`src/athd_pkg.sv`:
```
// Shared types, constants and fixed-point helpers for the audio-to-haptic unit.
// No dependencies; every other file imports this package.
package athd_pkg;

  localparam int QUIET_PACKETS_DEF = 100;
  localparam int QCNT_W  = 8;
  localparam int SMP_W   = 16;
  localparam int ST_W    = 24;
  localparam int MUL_W   = 27;
  localparam int PROD_W  = 54;
  localparam int DEN_W   = 32;
  localparam int QUO_W   = 34;
  localparam int RES_W   = 28;
  localparam int CFG_IW  = 8;
  localparam int CFG_DW  = 16;
  localparam int ONE_Q22 = 4194304;

  localparam logic [1:0] MODE_OFF      = 2'd0;
  localparam logic [1:0] MODE_FALLBACK = 2'd1;
  localparam logic [1:0] MODE_MIX      = 2'd2;
  localparam logic [1:0] MODE_REPLACE  = 2'd3;

  localparam logic OP_PROCESS = 1'b0;
  localparam logic OP_METER   = 1'b1;

  localparam logic [CFG_IW-1:0] REG_MODE      = 8'd0;
  localparam logic [CFG_IW-1:0] REG_LP_SELECT = 8'd1;
  localparam logic [CFG_IW-1:0] REG_GAIN      = 8'd2;
  localparam logic [CFG_IW-1:0] REG_PERCENT   = 8'd3;

  localparam logic [15:0] ATTACK_Q16  = 16'd26214;
  localparam logic [15:0] RELEASE_Q16 = 16'd1638;
  localparam logic [15:0] QUIET_LEVEL = 16'd256;
  localparam logic [DEN_W-1:0] GAIN_DIV = 32'd409600;

  typedef struct packed {
    logic                     start;
    logic signed [PROD_W-1:0] num;
    logic [DEN_W-1:0]         den;
  } div_req_t;

  typedef struct packed {
    logic                    done;
    logic signed [QUO_W-1:0] quot;
  } div_rsp_t;

  function automatic logic [15:0] lowpass_coef(input logic [1:0] sel);
    logic [15:0] c;
    case (sel)
      2'd0:    c = 16'd681;
      2'd1:    c = 16'd1359;
      2'd2:    c = 16'd2028;
      default: c = 16'd3357;
    endcase
    return c;
  endfunction

  // Arithmetic right shift by k that rounds to nearest, halves away from zero.
  function automatic logic signed [PROD_W-1:0] rnd_shr(input logic signed [PROD_W-1:0] v,
                                                       input int k);
    logic [PROD_W-1:0] m;
    logic [PROD_W-1:0] q;
    m = v[PROD_W-1] ? PROD_W'(-v) : PROD_W'(v);
    q = (m + (PROD_W'(1) << (k - 1))) >> k;
    return v[PROD_W-1] ? -$signed(q) : $signed(q);
  endfunction

  // Q2.22 to Q1.15 with rounding and saturation.
  function automatic logic signed [SMP_W-1:0] to_q15(input logic signed [RES_W-1:0] v);
    logic signed [PROD_W-1:0] r;
    logic signed [SMP_W-1:0]  o;
    r = rnd_shr(PROD_W'(v), 7);
    if (r > PROD_W'(32767)) begin
      o = 16'sh7FFF;
    end else if (r < PROD_W'(-32768)) begin
      o = 16'sh8000;
    end else begin
      o = r[SMP_W-1:0];
    end
    return o;
  endfunction

endpackage

```
`src/athd_if.sv`:
```
// Channel interfaces of the audio-to-haptic unit: frame input, result output, config writes.
// Depends on athd_pkg.
interface athd_in_if;
  import athd_pkg::*;
  logic                    valid;
  logic                    ready;
  logic                    opcode;
  logic signed [SMP_W-1:0] speaker_left;
  logic signed [SMP_W-1:0] speaker_right;
  logic signed [SMP_W-1:0] native_left;
  logic signed [SMP_W-1:0] native_right;
  logic                    packet_end;
  modport source(output valid, opcode, speaker_left, speaker_right, native_left,
                 native_right, packet_end, input ready);
  modport sink(input valid, opcode, speaker_left, speaker_right, native_left,
               native_right, packet_end, output ready);
endinterface

interface athd_out_if;
  import athd_pkg::*;
  logic                    valid;
  logic                    ready;
  logic signed [SMP_W-1:0] haptic_out_left;
  logic signed [SMP_W-1:0] haptic_out_right;
  logic [7:0]              speaker_meter;
  logic [7:0]              haptic_meter;
  modport source(output valid, haptic_out_left, haptic_out_right, speaker_meter,
                 haptic_meter, input ready);
  modport sink(input valid, haptic_out_left, haptic_out_right, speaker_meter,
               haptic_meter, output ready);
endinterface

interface athd_cfg_if;
  import athd_pkg::*;
  logic              valid;
  logic              ready;
  logic [CFG_IW-1:0] index;
  logic [CFG_DW-1:0] data;
  modport source(output valid, index, data, input ready);
  modport sink(input valid, index, data, output ready);
endinterface

```
`src/audio_to_haptic_derivation_unit.sv`:
```
// Top level of the audio-to-haptic unit: sequencer, shared multiplier, state and meters.
// Depends on athd_pkg, the channel interfaces in athd_if and the divider athd_div.

// The unit takes one beat per frame and returns one beat per frame. A process beat
// scales the native haptic pair by haptic_gain and, unless the mode register is off, runs
// the speaker pair through a one-pole lowpass, an attack/release envelope, an
// envelope-weighted gain and an x/(1+|x|) soft clip, then picks native, synthetic or a
// soft-clipped mix per the mode register; the output is rounded to Q1.15 and clamped. A
// meter beat (opcode 1) returns both peak meters shifted right seven and decays each peak
// to 7/8. Frames are handled one at a time. A process beat with synthesis runs two
// divisions per channel on the bit-serial divider (three in mix mode), and each product
// of the shared multiplier passes through a wait state. A new frame is taken as soon as
// the previous one has been written to the output register, even if the consumer has
// not yet taken that result; a stalled output holds the next result in its final state.
// Configuration writes are always accepted and take effect at once; they should only be
// made while no frame is in flight.
module audio_to_haptic_derivation_unit #(
  parameter int QUIET_PACKETS = athd_pkg::QUIET_PACKETS_DEF
) (
  input logic         clk,
  input logic         rst_n,
  athd_in_if.sink     in_ch,
  athd_out_if.source  out_ch,
  athd_cfg_if.sink    cfg_ch
);
  import athd_pkg::*;

  localparam logic [3:0] S_IDLE  = 4'd0;
  localparam logic [3:0] S_METER = 4'd1;
  localparam logic [3:0] S_GAIN  = 4'd2;
  localparam logic [3:0] S_NAT   = 4'd3;
  localparam logic [3:0] S_NATC  = 4'd4;
  localparam logic [3:0] S_LPC   = 4'd5;
  localparam logic [3:0] S_ENVC  = 4'd6;
  localparam logic [3:0] S_LPWC  = 4'd7;
  localparam logic [3:0] S_GDIV  = 4'd8;
  localparam logic [3:0] S_CLIP  = 4'd9;
  localparam logic [3:0] S_SEL   = 4'd10;
  localparam logic [3:0] S_MIXC  = 4'd11;
  localparam logic [3:0] S_OUTCH = 4'd12;
  localparam logic [3:0] S_FIN   = 4'd13;
  localparam logic [3:0] S_MWAIT = 4'd14;
  localparam logic [3:0] S_DWAIT = 4'd15;

  localparam logic [QCNT_W-1:0] QCNT_MAX = QCNT_W'(2 * QUIET_PACKETS);
  localparam logic [QCNT_W-1:0] QCNT_ON  = QCNT_W'(QUIET_PACKETS);

  // Control state.
  logic [3:0]        state_r;
  logic [3:0]        ret_r;
  logic              ch_r;
  logic              pend_r;
  logic              out_valid_r;

  // Configuration registers.
  logic [1:0]        mode_r;
  logic [1:0]        lps_r;
  logic [15:0]       hg_r;
  logic [8:0]        pct_r;

  // Filter, envelope, quiet counter and meters.
  logic signed [ST_W-1:0] lp_r  [2];
  logic signed [ST_W-1:0] env_r [2];
  logic [QCNT_W-1:0]      qcnt_r;
  logic [15:0]            spk_pk_r;
  logic [15:0]            hap_pk_r;

  // Frame payload and datapath registers.
  logic signed [SMP_W-1:0]  spk_r [2];
  logic signed [SMP_W-1:0]  nat_r [2];
  logic signed [MUL_W-1:0]  gain_r;
  logic signed [MUL_W-1:0]  mul_a_r;
  logic signed [MUL_W-1:0]  mul_b_r;
  logic signed [PROD_W-1:0] prod_r;
  logic signed [RES_W-1:0]  h_r;
  logic signed [RES_W-1:0]  res_r;
  logic signed [SMP_W-1:0]  ql_r;
  logic signed [SMP_W-1:0]  qr_r;

  // Output register.
  logic signed [SMP_W-1:0] out_l_r;
  logic signed [SMP_W-1:0] out_rt_r;
  logic [7:0]              spk_m_r;
  logic [7:0]              hap_m_r;

  div_req_t div_req;
  div_rsp_t div_rsp;

  logic                     in_fire;
  logic                     out_free;
  logic                     fallback;
  logic [15:0]              abs_sl, abs_sr, abs_nl, abs_nr;
  logic [15:0]              spk_pk_nxt, hap_pk_nxt;
  logic signed [22:0]       x_cur;
  logic signed [ST_W:0]     lp_diff;
  logic signed [ST_W-1:0]   lp_new;
  logic [ST_W-1:0]          a_mag;
  logic signed [ST_W:0]     env_diff;
  logic                     attack;
  logic signed [ST_W-1:0]   env_new;
  logic signed [MUL_W-1:0]  w_cur;
  logic signed [MUL_W-1:0]  lpw;
  logic signed [PROD_W-1:0] clip_src;
  logic [PROD_W-1:0]        clip_mag;

  assign in_fire      = in_ch.valid && in_ch.ready;
  assign in_ch.ready  = (state_r == S_IDLE);
  assign cfg_ch.ready = 1'b1;
  assign out_free     = !out_valid_r || out_ch.ready;
  assign fallback     = qcnt_r >= QCNT_ON;

  assign out_ch.valid            = out_valid_r;
  assign out_ch.haptic_out_left  = out_l_r;
  assign out_ch.haptic_out_right = out_rt_r;
  assign out_ch.speaker_meter    = spk_m_r;
  assign out_ch.haptic_meter     = hap_m_r;

  // Peak tracking on the incoming beat; the most negative sample counts as 32768.
  assign abs_sl = in_ch.speaker_left[SMP_W-1]  ? 16'(-in_ch.speaker_left)  : 16'(in_ch.speaker_left);
  assign abs_sr = in_ch.speaker_right[SMP_W-1] ? 16'(-in_ch.speaker_right) : 16'(in_ch.speaker_right);
  assign abs_nl = in_ch.native_left[SMP_W-1]   ? 16'(-in_ch.native_left)   : 16'(in_ch.native_left);
  assign abs_nr = in_ch.native_right[SMP_W-1]  ? 16'(-in_ch.native_right)  : 16'(in_ch.native_right);

  always_comb begin
    spk_pk_nxt = spk_pk_r;
    if (abs_sl > spk_pk_nxt) spk_pk_nxt = abs_sl;
    if (abs_sr > spk_pk_nxt) spk_pk_nxt = abs_sr;
    hap_pk_nxt = hap_pk_r;
    if (abs_nl > hap_pk_nxt) hap_pk_nxt = abs_nl;
    if (abs_nr > hap_pk_nxt) hap_pk_nxt = abs_nr;
  end

  // Per-channel datapath. The speaker sample moves to Q2.22 by a shift of seven.
  assign x_cur    = $signed({spk_r[ch_r], 7'd0});
  assign lp_diff  = (ST_W+1)'(x_cur) - (ST_W+1)'(lp_r[ch_r]);
  assign lp_new   = lp_r[ch_r] + ST_W'(rnd_shr(prod_r, 16));
  assign a_mag    = lp_new[ST_W-1] ? ST_W'(-lp_new) : ST_W'(lp_new);
  assign env_diff = $signed({1'b0, a_mag}) - (ST_W+1)'(env_r[ch_r]);
  assign attack   = $signed({1'b0, a_mag}) > (ST_W+1)'(env_r[ch_r]);
  assign env_new  = env_r[ch_r] + ST_W'(rnd_shr(prod_r, 16));
  // Envelope weight 1 + 3 * env in Q2.22.
  assign w_cur    = MUL_W'(ONE_Q22) + (MUL_W'(env_new) <<< 1) + MUL_W'(env_new);
  assign lpw      = MUL_W'(rnd_shr(prod_r, 22));

  // Soft clip x / (1 + |x|): the mix state clips native plus synthetic, else the gain quotient.
  assign clip_src = (state_r == S_SEL) ? PROD_W'(h_r) + PROD_W'(div_rsp.quot)
                                       : PROD_W'(div_rsp.quot);
  assign clip_mag = clip_src[PROD_W-1] ? PROD_W'(-clip_src) : PROD_W'(clip_src);

  always_comb begin
    div_req.start = 1'b0;
    div_req.num   = clip_src <<< 22;
    div_req.den   = DEN_W'(ONE_Q22) + DEN_W'(clip_mag);
    unique case (state_r)
      S_GDIV: begin
        div_req.start = 1'b1;
        div_req.num   = prod_r;
        div_req.den   = GAIN_DIV;
      end
      S_CLIP: begin
        div_req.start = 1'b1;
      end
      S_SEL: begin
        div_req.start = (mode_r == MODE_MIX);
      end
      default: begin
        div_req.start = 1'b0;
      end
    endcase
  end

  athd_div u_div (
    .clk  (clk),
    .rst_n(rst_n),
    .req  (div_req),
    .rsp  (div_rsp)
  );

  // Shared multiplier: operands registered in one state, product registered in the next cycle.
  always_ff @(posedge clk) begin
    prod_r <= PROD_W'(mul_a_r) * PROD_W'(mul_b_r);
  end

  // Configuration writes.
  always_ff @(posedge clk) begin
    if (!rst_n) begin
      mode_r <= MODE_OFF;
      lps_r  <= 2'd0;
      hg_r   <= 16'd4096;
      pct_r  <= 9'd100;
    end else if (cfg_ch.valid && cfg_ch.ready) begin
      unique case (cfg_ch.index)
        REG_MODE:      mode_r <= cfg_ch.data[1:0];
        REG_LP_SELECT: lps_r  <= cfg_ch.data[1:0];
        REG_GAIN:      hg_r   <= cfg_ch.data[15:0];
        REG_PERCENT:   pct_r  <= cfg_ch.data[8:0];
        default: ;
      endcase
    end
  end

  // Sequencer.
  always_ff @(posedge clk) begin
    if (!rst_n) begin
      state_r     <= S_IDLE;
      ret_r       <= S_IDLE;
      ch_r        <= 1'b0;
      out_valid_r <= 1'b0;
      lp_r[0]     <= '0;
      lp_r[1]     <= '0;
      env_r[0]    <= '0;
      env_r[1]    <= '0;
      qcnt_r      <= QCNT_MAX;
      spk_pk_r    <= '0;
      hap_pk_r    <= '0;
    end else begin
      if (out_valid_r && out_ch.ready) begin
        out_valid_r <= 1'b0;
      end
      unique case (state_r)
        S_IDLE: begin
          if (in_fire) begin
            ch_r <= 1'b0;
            if (in_ch.opcode == OP_METER) begin
              state_r <= S_METER;
            end else begin
              spk_r[0] <= in_ch.speaker_left;
              spk_r[1] <= in_ch.speaker_right;
              nat_r[0] <= in_ch.native_left;
              nat_r[1] <= in_ch.native_right;
              pend_r   <= in_ch.packet_end;
              spk_pk_r <= spk_pk_nxt;
              hap_pk_r <= hap_pk_nxt;
              state_r  <= S_GAIN;
            end
          end
        end
        S_METER: begin
          if (out_free) begin
            out_valid_r <= 1'b1;
            out_l_r     <= '0;
            out_rt_r    <= '0;
            spk_m_r     <= spk_pk_r[14:7];
            hap_m_r     <= hap_pk_r[14:7];
            spk_pk_r    <= 16'((19'(spk_pk_r) * 19'd7) >> 3);
            hap_pk_r    <= 16'((19'(hap_pk_r) * 19'd7) >> 3);
            state_r     <= S_IDLE;
          end
        end
        S_GAIN: begin
          // Synthetic gain haptic_gain * percent, divided by 409600 later.
          mul_a_r <= MUL_W'($signed({1'b0, hg_r}));
          mul_b_r <= MUL_W'($signed({1'b0, pct_r}));
          ret_r   <= S_NAT;
          state_r <= S_MWAIT;
        end
        S_NAT: begin
          if (!ch_r) begin
            gain_r <= MUL_W'(prod_r);
          end
          mul_a_r <= MUL_W'(nat_r[ch_r]);
          mul_b_r <= MUL_W'($signed({1'b0, hg_r}));
          ret_r   <= S_NATC;
          state_r <= S_MWAIT;
        end
        S_NATC: begin
          // Native times Q4.12 gain is Q27; back to Q2.22.
          h_r <= RES_W'(rnd_shr(prod_r, 5));
          if (mode_r == MODE_OFF) begin
            res_r   <= RES_W'(rnd_shr(prod_r, 5));
            state_r <= S_OUTCH;
          end else begin
            mul_a_r <= MUL_W'($signed({1'b0, lowpass_coef(lps_r)}));
            mul_b_r <= MUL_W'(lp_diff);
            ret_r   <= S_LPC;
            state_r <= S_MWAIT;
          end
        end
        S_LPC: begin
          lp_r[ch_r] <= lp_new;
          mul_a_r    <= MUL_W'($signed({1'b0, attack ? ATTACK_Q16 : RELEASE_Q16}));
          mul_b_r    <= MUL_W'(env_diff);
          ret_r      <= S_ENVC;
          state_r    <= S_MWAIT;
        end
        S_ENVC: begin
          env_r[ch_r] <= env_new;
          mul_a_r     <= MUL_W'(lp_r[ch_r]);
          mul_b_r     <= w_cur;
          ret_r       <= S_LPWC;
          state_r     <= S_MWAIT;
        end
        S_LPWC: begin
          mul_a_r <= lpw;
          mul_b_r <= gain_r;
          ret_r   <= S_GDIV;
          state_r <= S_MWAIT;
        end
        S_GDIV: begin
          ret_r   <= S_CLIP;
          state_r <= S_DWAIT;
        end
        S_CLIP: begin
          ret_r   <= S_SEL;
          state_r <= S_DWAIT;
        end
        S_SEL: begin
          if (mode_r == MODE_REPLACE || (mode_r == MODE_FALLBACK && fallback)) begin
            res_r   <= RES_W'(div_rsp.quot);
            state_r <= S_OUTCH;
          end else if (mode_r == MODE_MIX) begin
            ret_r   <= S_MIXC;
            state_r <= S_DWAIT;
          end else begin
            res_r   <= h_r;
            state_r <= S_OUTCH;
          end
        end
        S_MIXC: begin
          res_r   <= RES_W'(div_rsp.quot);
          state_r <= S_OUTCH;
        end
        S_OUTCH: begin
          if (!ch_r) begin
            ql_r    <= to_q15(res_r);
            ch_r    <= 1'b1;
            state_r <= S_NAT;
          end else begin
            qr_r    <= to_q15(res_r);
            state_r <= S_FIN;
          end
        end
        S_FIN: begin
          if (out_free) begin
            out_valid_r <= 1'b1;
            out_l_r     <= ql_r;
            out_rt_r    <= qr_r;
            spk_m_r     <= '0;
            hap_m_r     <= '0;
            // The quiet counter sees the peak already updated by this frame.
            if (pend_r) begin
              if (hap_pk_r > QUIET_LEVEL) begin
                qcnt_r <= '0;
              end else if (qcnt_r < QCNT_MAX) begin
                qcnt_r <= qcnt_r + QCNT_W'(1);
              end
            end
            state_r <= S_IDLE;
          end
        end
        S_MWAIT: begin
          state_r <= ret_r;
        end
        S_DWAIT: begin
          if (div_rsp.done) begin
            state_r <= ret_r;
          end
        end
        default: begin
          state_r <= S_IDLE;
        end
      endcase
    end
  end

  // The quiet counter saturates at twice the fallback threshold.
  a_qcnt_range: assert property (@(posedge clk) disable iff (!rst_n)
    qcnt_r <= QCNT_MAX)
    else $error("quiet packet counter above its saturation value");

  // A division result only ever arrives while the sequencer waits for it.
  a_div_done_wait: assert property (@(posedge clk) disable iff (!rst_n)
    div_rsp.done |-> state_r == S_DWAIT)
    else $error("divider finished outside of a wait state");

  // The envelope follows a magnitude, so it never goes negative.
  a_env_sign: assert property (@(posedge clk) disable iff (!rst_n)
    !env_r[0][ST_W-1] && !env_r[1][ST_W-1])
    else $error("envelope state went negative");

endmodule

```
`src/athd_div.sv`:
```
// Bit-serial restoring divider with round-to-nearest (halves away from zero).
// Depends on athd_pkg for the request and response structs.
module athd_div (
  input  logic               clk,
  input  logic               rst_n,
  input  athd_pkg::div_req_t req,
  output athd_pkg::div_rsp_t rsp
);
  import athd_pkg::*;

  localparam int CNT_W = $clog2(PROD_W + 1);

  logic                busy_r;
  logic                done_r;
  logic                neg_r;
  logic [CNT_W-1:0]    cnt_r;
  logic [DEN_W-1:0]    rem_r;
  logic [DEN_W-1:0]    den_r;
  logic [PROD_W-1:0]   sh_r;
  logic [PROD_W-1:0]   mag;
  logic [PROD_W-1:0]   dividend;
  logic [DEN_W:0]      trial;
  logic                ge;
  logic [DEN_W-1:0]    rem_nxt;
  logic [QUO_W-1:0]    q;

  // Adding half the divisor to the magnitude gives rounded division.
  assign mag      = req.num[PROD_W-1] ? PROD_W'(-req.num) : PROD_W'(req.num);
  assign dividend = mag + PROD_W'(req.den >> 1);

  // One quotient bit per cycle: numerator bits leave the top, quotient bits enter below.
  assign trial   = {rem_r, sh_r[PROD_W-1]};
  assign ge      = trial >= {1'b0, den_r};
  assign rem_nxt = ge ? DEN_W'(trial - {1'b0, den_r}) : DEN_W'(trial);

  always_ff @(posedge clk) begin
    if (!rst_n) begin
      busy_r <= 1'b0;
      done_r <= 1'b0;
    end else begin
      done_r <= 1'b0;
      if (req.start) begin
        sh_r   <= dividend;
        rem_r  <= '0;
        den_r  <= req.den;
        neg_r  <= req.num[PROD_W-1];
        cnt_r  <= CNT_W'(PROD_W);
        busy_r <= 1'b1;
      end else if (busy_r) begin
        rem_r <= rem_nxt;
        sh_r  <= {sh_r[PROD_W-2:0], ge};
        cnt_r <= cnt_r - CNT_W'(1);
        if (cnt_r == CNT_W'(1)) begin
          busy_r <= 1'b0;
          done_r <= 1'b1;
        end
      end
    end
  end

  assign q         = sh_r[QUO_W-1:0];
  assign rsp.done  = done_r;
  assign rsp.quot  = neg_r ? -$signed(q) : $signed(q);

endmodule

```
`src/flat_wrapper.sv`:
```
// flat-port wrapper written by rule: the top's interface ports become plain ports
module audio_to_haptic_derivation_unit_flat import athd_pkg::*;
#(
  parameter int QUIET_PACKETS = athd_pkg::QUIET_PACKETS_DEF
)
  (clk, rst_n, in_ch_valid, in_ch_opcode, in_ch_speaker_left, in_ch_speaker_right, in_ch_native_left, in_ch_native_right, in_ch_packet_end, in_ch_ready, out_ch_valid, out_ch_haptic_out_left, out_ch_haptic_out_right, out_ch_speaker_meter, out_ch_haptic_meter, out_ch_ready, cfg_ch_valid, cfg_ch_index, cfg_ch_data, cfg_ch_ready);
  athd_in_if in_ch_i ();
  athd_out_if out_ch_i ();
  athd_cfg_if cfg_ch_i ();
  input logic clk;
  input logic rst_n;
  input wire logic [$bits(in_ch_i.valid)-1:0] in_ch_valid;
  input wire logic [$bits(in_ch_i.opcode)-1:0] in_ch_opcode;
  input wire logic [$bits(in_ch_i.speaker_left)-1:0] in_ch_speaker_left;
  input wire logic [$bits(in_ch_i.speaker_right)-1:0] in_ch_speaker_right;
  input wire logic [$bits(in_ch_i.native_left)-1:0] in_ch_native_left;
  input wire logic [$bits(in_ch_i.native_right)-1:0] in_ch_native_right;
  input wire logic [$bits(in_ch_i.packet_end)-1:0] in_ch_packet_end;
  output wire logic [$bits(in_ch_i.ready)-1:0] in_ch_ready;
  output wire logic [$bits(out_ch_i.valid)-1:0] out_ch_valid;
  output wire logic [$bits(out_ch_i.haptic_out_left)-1:0] out_ch_haptic_out_left;
  output wire logic [$bits(out_ch_i.haptic_out_right)-1:0] out_ch_haptic_out_right;
  output wire logic [$bits(out_ch_i.speaker_meter)-1:0] out_ch_speaker_meter;
  output wire logic [$bits(out_ch_i.haptic_meter)-1:0] out_ch_haptic_meter;
  input wire logic [$bits(out_ch_i.ready)-1:0] out_ch_ready;
  input wire logic [$bits(cfg_ch_i.valid)-1:0] cfg_ch_valid;
  input wire logic [$bits(cfg_ch_i.index)-1:0] cfg_ch_index;
  input wire logic [$bits(cfg_ch_i.data)-1:0] cfg_ch_data;
  output wire logic [$bits(cfg_ch_i.ready)-1:0] cfg_ch_ready;
  assign in_ch_i.valid = in_ch_valid;
  assign in_ch_i.opcode = in_ch_opcode;
  assign in_ch_i.speaker_left = in_ch_speaker_left;
  assign in_ch_i.speaker_right = in_ch_speaker_right;
  assign in_ch_i.native_left = in_ch_native_left;
  assign in_ch_i.native_right = in_ch_native_right;
  assign in_ch_i.packet_end = in_ch_packet_end;
  assign in_ch_ready = in_ch_i.ready;
  assign out_ch_valid = out_ch_i.valid;
  assign out_ch_haptic_out_left = out_ch_i.haptic_out_left;
  assign out_ch_haptic_out_right = out_ch_i.haptic_out_right;
  assign out_ch_speaker_meter = out_ch_i.speaker_meter;
  assign out_ch_haptic_meter = out_ch_i.haptic_meter;
  assign out_ch_i.ready = out_ch_ready;
  assign cfg_ch_i.valid = cfg_ch_valid;
  assign cfg_ch_i.index = cfg_ch_index;
  assign cfg_ch_i.data = cfg_ch_data;
  assign cfg_ch_ready = cfg_ch_i.ready;
  audio_to_haptic_derivation_unit #(.QUIET_PACKETS(QUIET_PACKETS)) u_core (.clk(clk), .rst_n(rst_n), .in_ch(in_ch_i), .out_ch(out_ch_i), .cfg_ch(cfg_ch_i));
endmodule
```
`config.mk`:
```
export PLATFORM = sky130hd
export DESIGN_NAME = audio_to_haptic_derivation_unit_flat
export DESIGN_NICKNAME = d
export VERILOG_FILES = /design/src/athd_pkg.sv /design/src/athd_if.sv /design/src/audio_to_haptic_derivation_unit.sv /design/src/athd_div.sv /design/src/flat_wrapper.sv
export SDC_FILE = /design/constraint.sdc
export NUM_CORES = 2
export LEC_CHECK = 0
export BUFFER_PORTS_ARGS = -buffer_cell sky130_fd_sc_hd__clkbuf_2
export CORE_ASPECT_RATIO = 1.1
export CORE_MARGIN = 3
export CORE_UTILIZATION = 65
export CTS_BUF_LIST = sky130_fd_sc_hd__clkbuf_16
export DETAILED_ROUTE_END_ITERATION = 16
export GPL_TIMING_DRIVEN = 0
export PLACE_DENSITY = 0.82
export SLEW_MARGIN = 5
export SYNTH_ARGS = -nofsm -noshare
export SYNTH_HDL_FRONTEND = slang
export SYNTH_SLANG_ARGS = --single-unit
```
`constraint.sdc`:
```
create_clock -name clk -period 25.8 [get_ports clk]
set_clock_uncertainty 0.05 [all_clocks]
set_input_delay 1.29 -clock clk [delete_from_list [all_inputs] [get_ports clk]]
set_output_delay 1.29 -clock clk [all_outputs]
set_load 0.01 [all_outputs]
```
==> results.md <==
* Synth Register Bits at 639
* Reg-to-Reg End: u_core.mul_b_r[23]
* Fmax at 0.0595 GHz
* Die height at between 300 and 400 um
* Largest net degree at the start of global routing at 60
* Synth area leaders: fa_1 (21%), edfxtp_1 (20%), ha_1 (8.4%)
* Drt total wl at between 200000 and 300000 um
* Layout cells sized above 1 at 0.0494
* Synth Cell Area at between 70000 and 80000 um2
* Drt wl/cell at between 20 and 30 um
* Top cell type's share of synthesized area at 0.208
* Synth Flop Type: edfxtp_1
* Routability Congestion at ~1.1
* Actual slew at the worst max-slew pin at ~1.5 ns
* CTS Hold Buffers Added at 0
* Total track usage at 0.448
* Post-synth top area cell: fa_1
* Layout net count at between 10k and 15k
* Slew Limit Headroom at 0.0282
* CP arrival at around 17 ns
* Initial antenna violation count at 20
* Most common cell after layout, fill and taps aside: nand2_1
* CP max stage cell: buf_1
* Flop-to-flop setup slack at ~9 ns
* GRT overflow at 0
* Detailed Place HPWL at about 220000 um
* Maximum buffer depth of the clock tree at 3
* CTS H-tree depth at 3
* Via count at 67.9k
* Routed vias/inst at 6.50
* Die width at 334 um
* Final Critical Period at between 15 and 20 ns
* Crit Path Max Fanout at 10
* Postcts setup bufs at 0
* # IOs at between 100 and 150
* Crit start category: flip-flop
* Clk slew on worst S/H paths at approximately 0.06 ns
* Initial core utilization at 0.659
* # resized after CTS at 0
* CP Capture Type: flip-flop
* DRT iter0 DRCs at around 7.7k
* Syn. warnings at 0
* Worst path required time at about 26 ns
* Hold Path Sink: u_core.state_r[3]
* DIE AREA at ~120000 um2
* Async S/R FF share, synth at 0
* Port Buf Inserts at around 140
* Vias in the first global route at approximately 68k
* Avg Synthesized Cell Area at between 8 and 9 um2
* First-pass GRT wire length at roughly 410000 um
* Clk_lat worst skew at roughly 0.7 ns
* RSZ-0062 raised after global routing: false
* Min-delay src: u_core.ret_r[3]
* Clock Sinks at between 600 and 700
* Leading cell types in the layout, fill and taps excluded: nand2_1 (1117), inv_1 (1102), fa_1 (800)
* Site Rows at 131
* Final setup fails at 0
* TritonRoute pass-1 iters at 12
* Syn Inst Count at roughly 8.6k
* Final Hold Fails at 0
* DRC at 0
* Clk root buf: clkbuf_16
* Fill cells at 9123
* Setup TNS at 0 ns
* Most frequent CP cell: clkbuf_1
* Setup CP Type: reg2reg
* Area growth syn-to-layout at 7.05%
* Post-synthesis sequential area ratio at 0.231
* Crit Reg-Reg Startpoint: u_core.prod_r[53]
* Yosys cell types at approximately 110
* Worst Reg-to-Reg Cells at between 40 and 50
* CTS tree: yes
* Total core area at around 120000 um2
* Hold path cells at 2
* Max stage delay on crit path at 0.85 ns
* Min-Delay Path Class: reg2reg
* Synth Net Count at about 10k
* Run status: finished, final reports clean
* Post-route ant nets at 0
* CTS Buf Count at 74
* EDFF count, synth at 503
* Slew Limit Fails at 0
* Tcrit/Tclk final at 0.652
* Max-cap violations at 0
-- layer usage --
layer  part of all wire  global-route usage  up-vias
met3               0.11               0.117     1235
met4              0.098               0.364       16
met1               0.35               0.530    32900
li1                   -                   -    29400
met5            0.00037                   0        -
met2               0.44               0.689     4383
-- kinds of logic (layout without fill, tap and decap cells) --
| family | count (synthesis) | after routing | synth area share |
|---|---|---|---|
| AO/OA/AOI/OAI | 1590 | 1590 | 0.135 |
| XOR/XNOR | 693 | 693 | 0.0796 |
| adder cells (fa/ha/maj) | 1321 | 1321 | 0.292 |
| buffers and inverters | 1490 | 1787 | 0.0730 |
| flip-flops | 639 | 639 | 0.231 |
| multiplexers | 185 | 185 | 0.0246 |
| other | 1 | 24 | 0.0000487 |
| AND/OR/NAND/NOR | 2666 | 2666 | 0.164 |
-- registers in the layout, indices dropped and copies added (netlist names), 16 cells and up, named ones only --
name and count:
u_core.ql_r 16, u_core.hg_r 16, u_core.res_r 28, u_core.u_div.rem_r 32, u_core.out_ch.haptic_out_left 16, u_core.u_div.den_r 32, u_core.mul_a_r 27, u_core.lp_r 48
u_core.h_r 28, u_core.u_div.sh_r 54, u_core.qr_r 16, u_core.spk_r 32, u_core.out_ch.haptic_out_right 16, u_core.prod_r 54, u_core.spk_pk_r 16, u_core.nat_r 32
u_core.hap_pk_r 16, u_core.gain_r 27, u_core.mul_b_r 27, u_core.env_r 48
-- per-stage QoR --
stage                     hold slack, ns  setup WS [ns]  cell area [um2]  utilization  instances
after floorplan                    0.353          14.91            77100            -       8585
after global placement             0.384           9.83            79700        0.682      10300
after detailed placement           0.388           9.68            80000        0.684      10300
after CTS                          0.409           9.65            82400        0.705      10400
after global routing               0.427           8.76            82400        0.705      10400
final                              0.410           8.98            82500        0.706      10400
-- worst max-delay path by stage --
stage                                    end               from  cells past startpoint
after detailed placement  u_core.mul_b_r[23]  u_core.prod_r[53]                     47
after global routing      u_core.mul_b_r[23]  u_core.prod_r[53]                     48
after global placement    u_core.mul_b_r[23]  u_core.prod_r[53]                     47
after CTS                 u_core.mul_b_r[23]  u_core.prod_r[53]                     47
final                     u_core.mul_b_r[23]  u_core.prod_r[53]                     48
after floorplan           u_core.mul_b_r[23]  u_core.prod_r[53]                     47
-- Yosys cell counts (all sizes together), types with 30 or more instances --
master,n
nor2b,63
nor4,44
nor2,530
buf,41
inv,1087
nor3,106
nand4,59
and3,48
nand3,114
edfxtp,503
o21bai,51
xor2,222
mux2i,147
clkbuf,360
o31ai,82
o21ai,428
a21o,130
a21oi,343
nand2,1119
o21a,48
a211oi,41
fa,800
o41ai,30
or4,35
mux2,38
or3,77
a31oi,54
a21boi,76
and2,255
nand2b,94
or2,44
xnor2,470
dfxtp,136
ha,516
-- critical path: cells and delay by family (launching register included) --
family,cells,cell delay [ns]
xor gates and xnor gates,2,0.22
DFF,1,0.57
AOI/OAI and AO/OA,25,6.79
adders and majority gates,2,0.73
buffers and inverters,12,6.66
and+or+nand+nor,7,1.40
-- cell type report --
class / instances / area (um2) / share of cell area
timing repair buffer: 160 / 921 / 0.0112
antenna: 23 / 57.6 / 0.000698
clock buffer: 78 / 1950 / 0.0237
buffer: 401 / 1540 / 0.0186
inverter: 1089 / 4090 / 0.0496
tap: 1529 / 1910 / 0.0232
clock inverter: 59 / 523 / 0.00634
sequential: 639 / 17800 / 0.216
multi-input combinational: 6456 / 53700 / 0.651
Power is not shown: default switching activity piles up to over one toggle a cycle in this logic, so the estimate is an artifact.
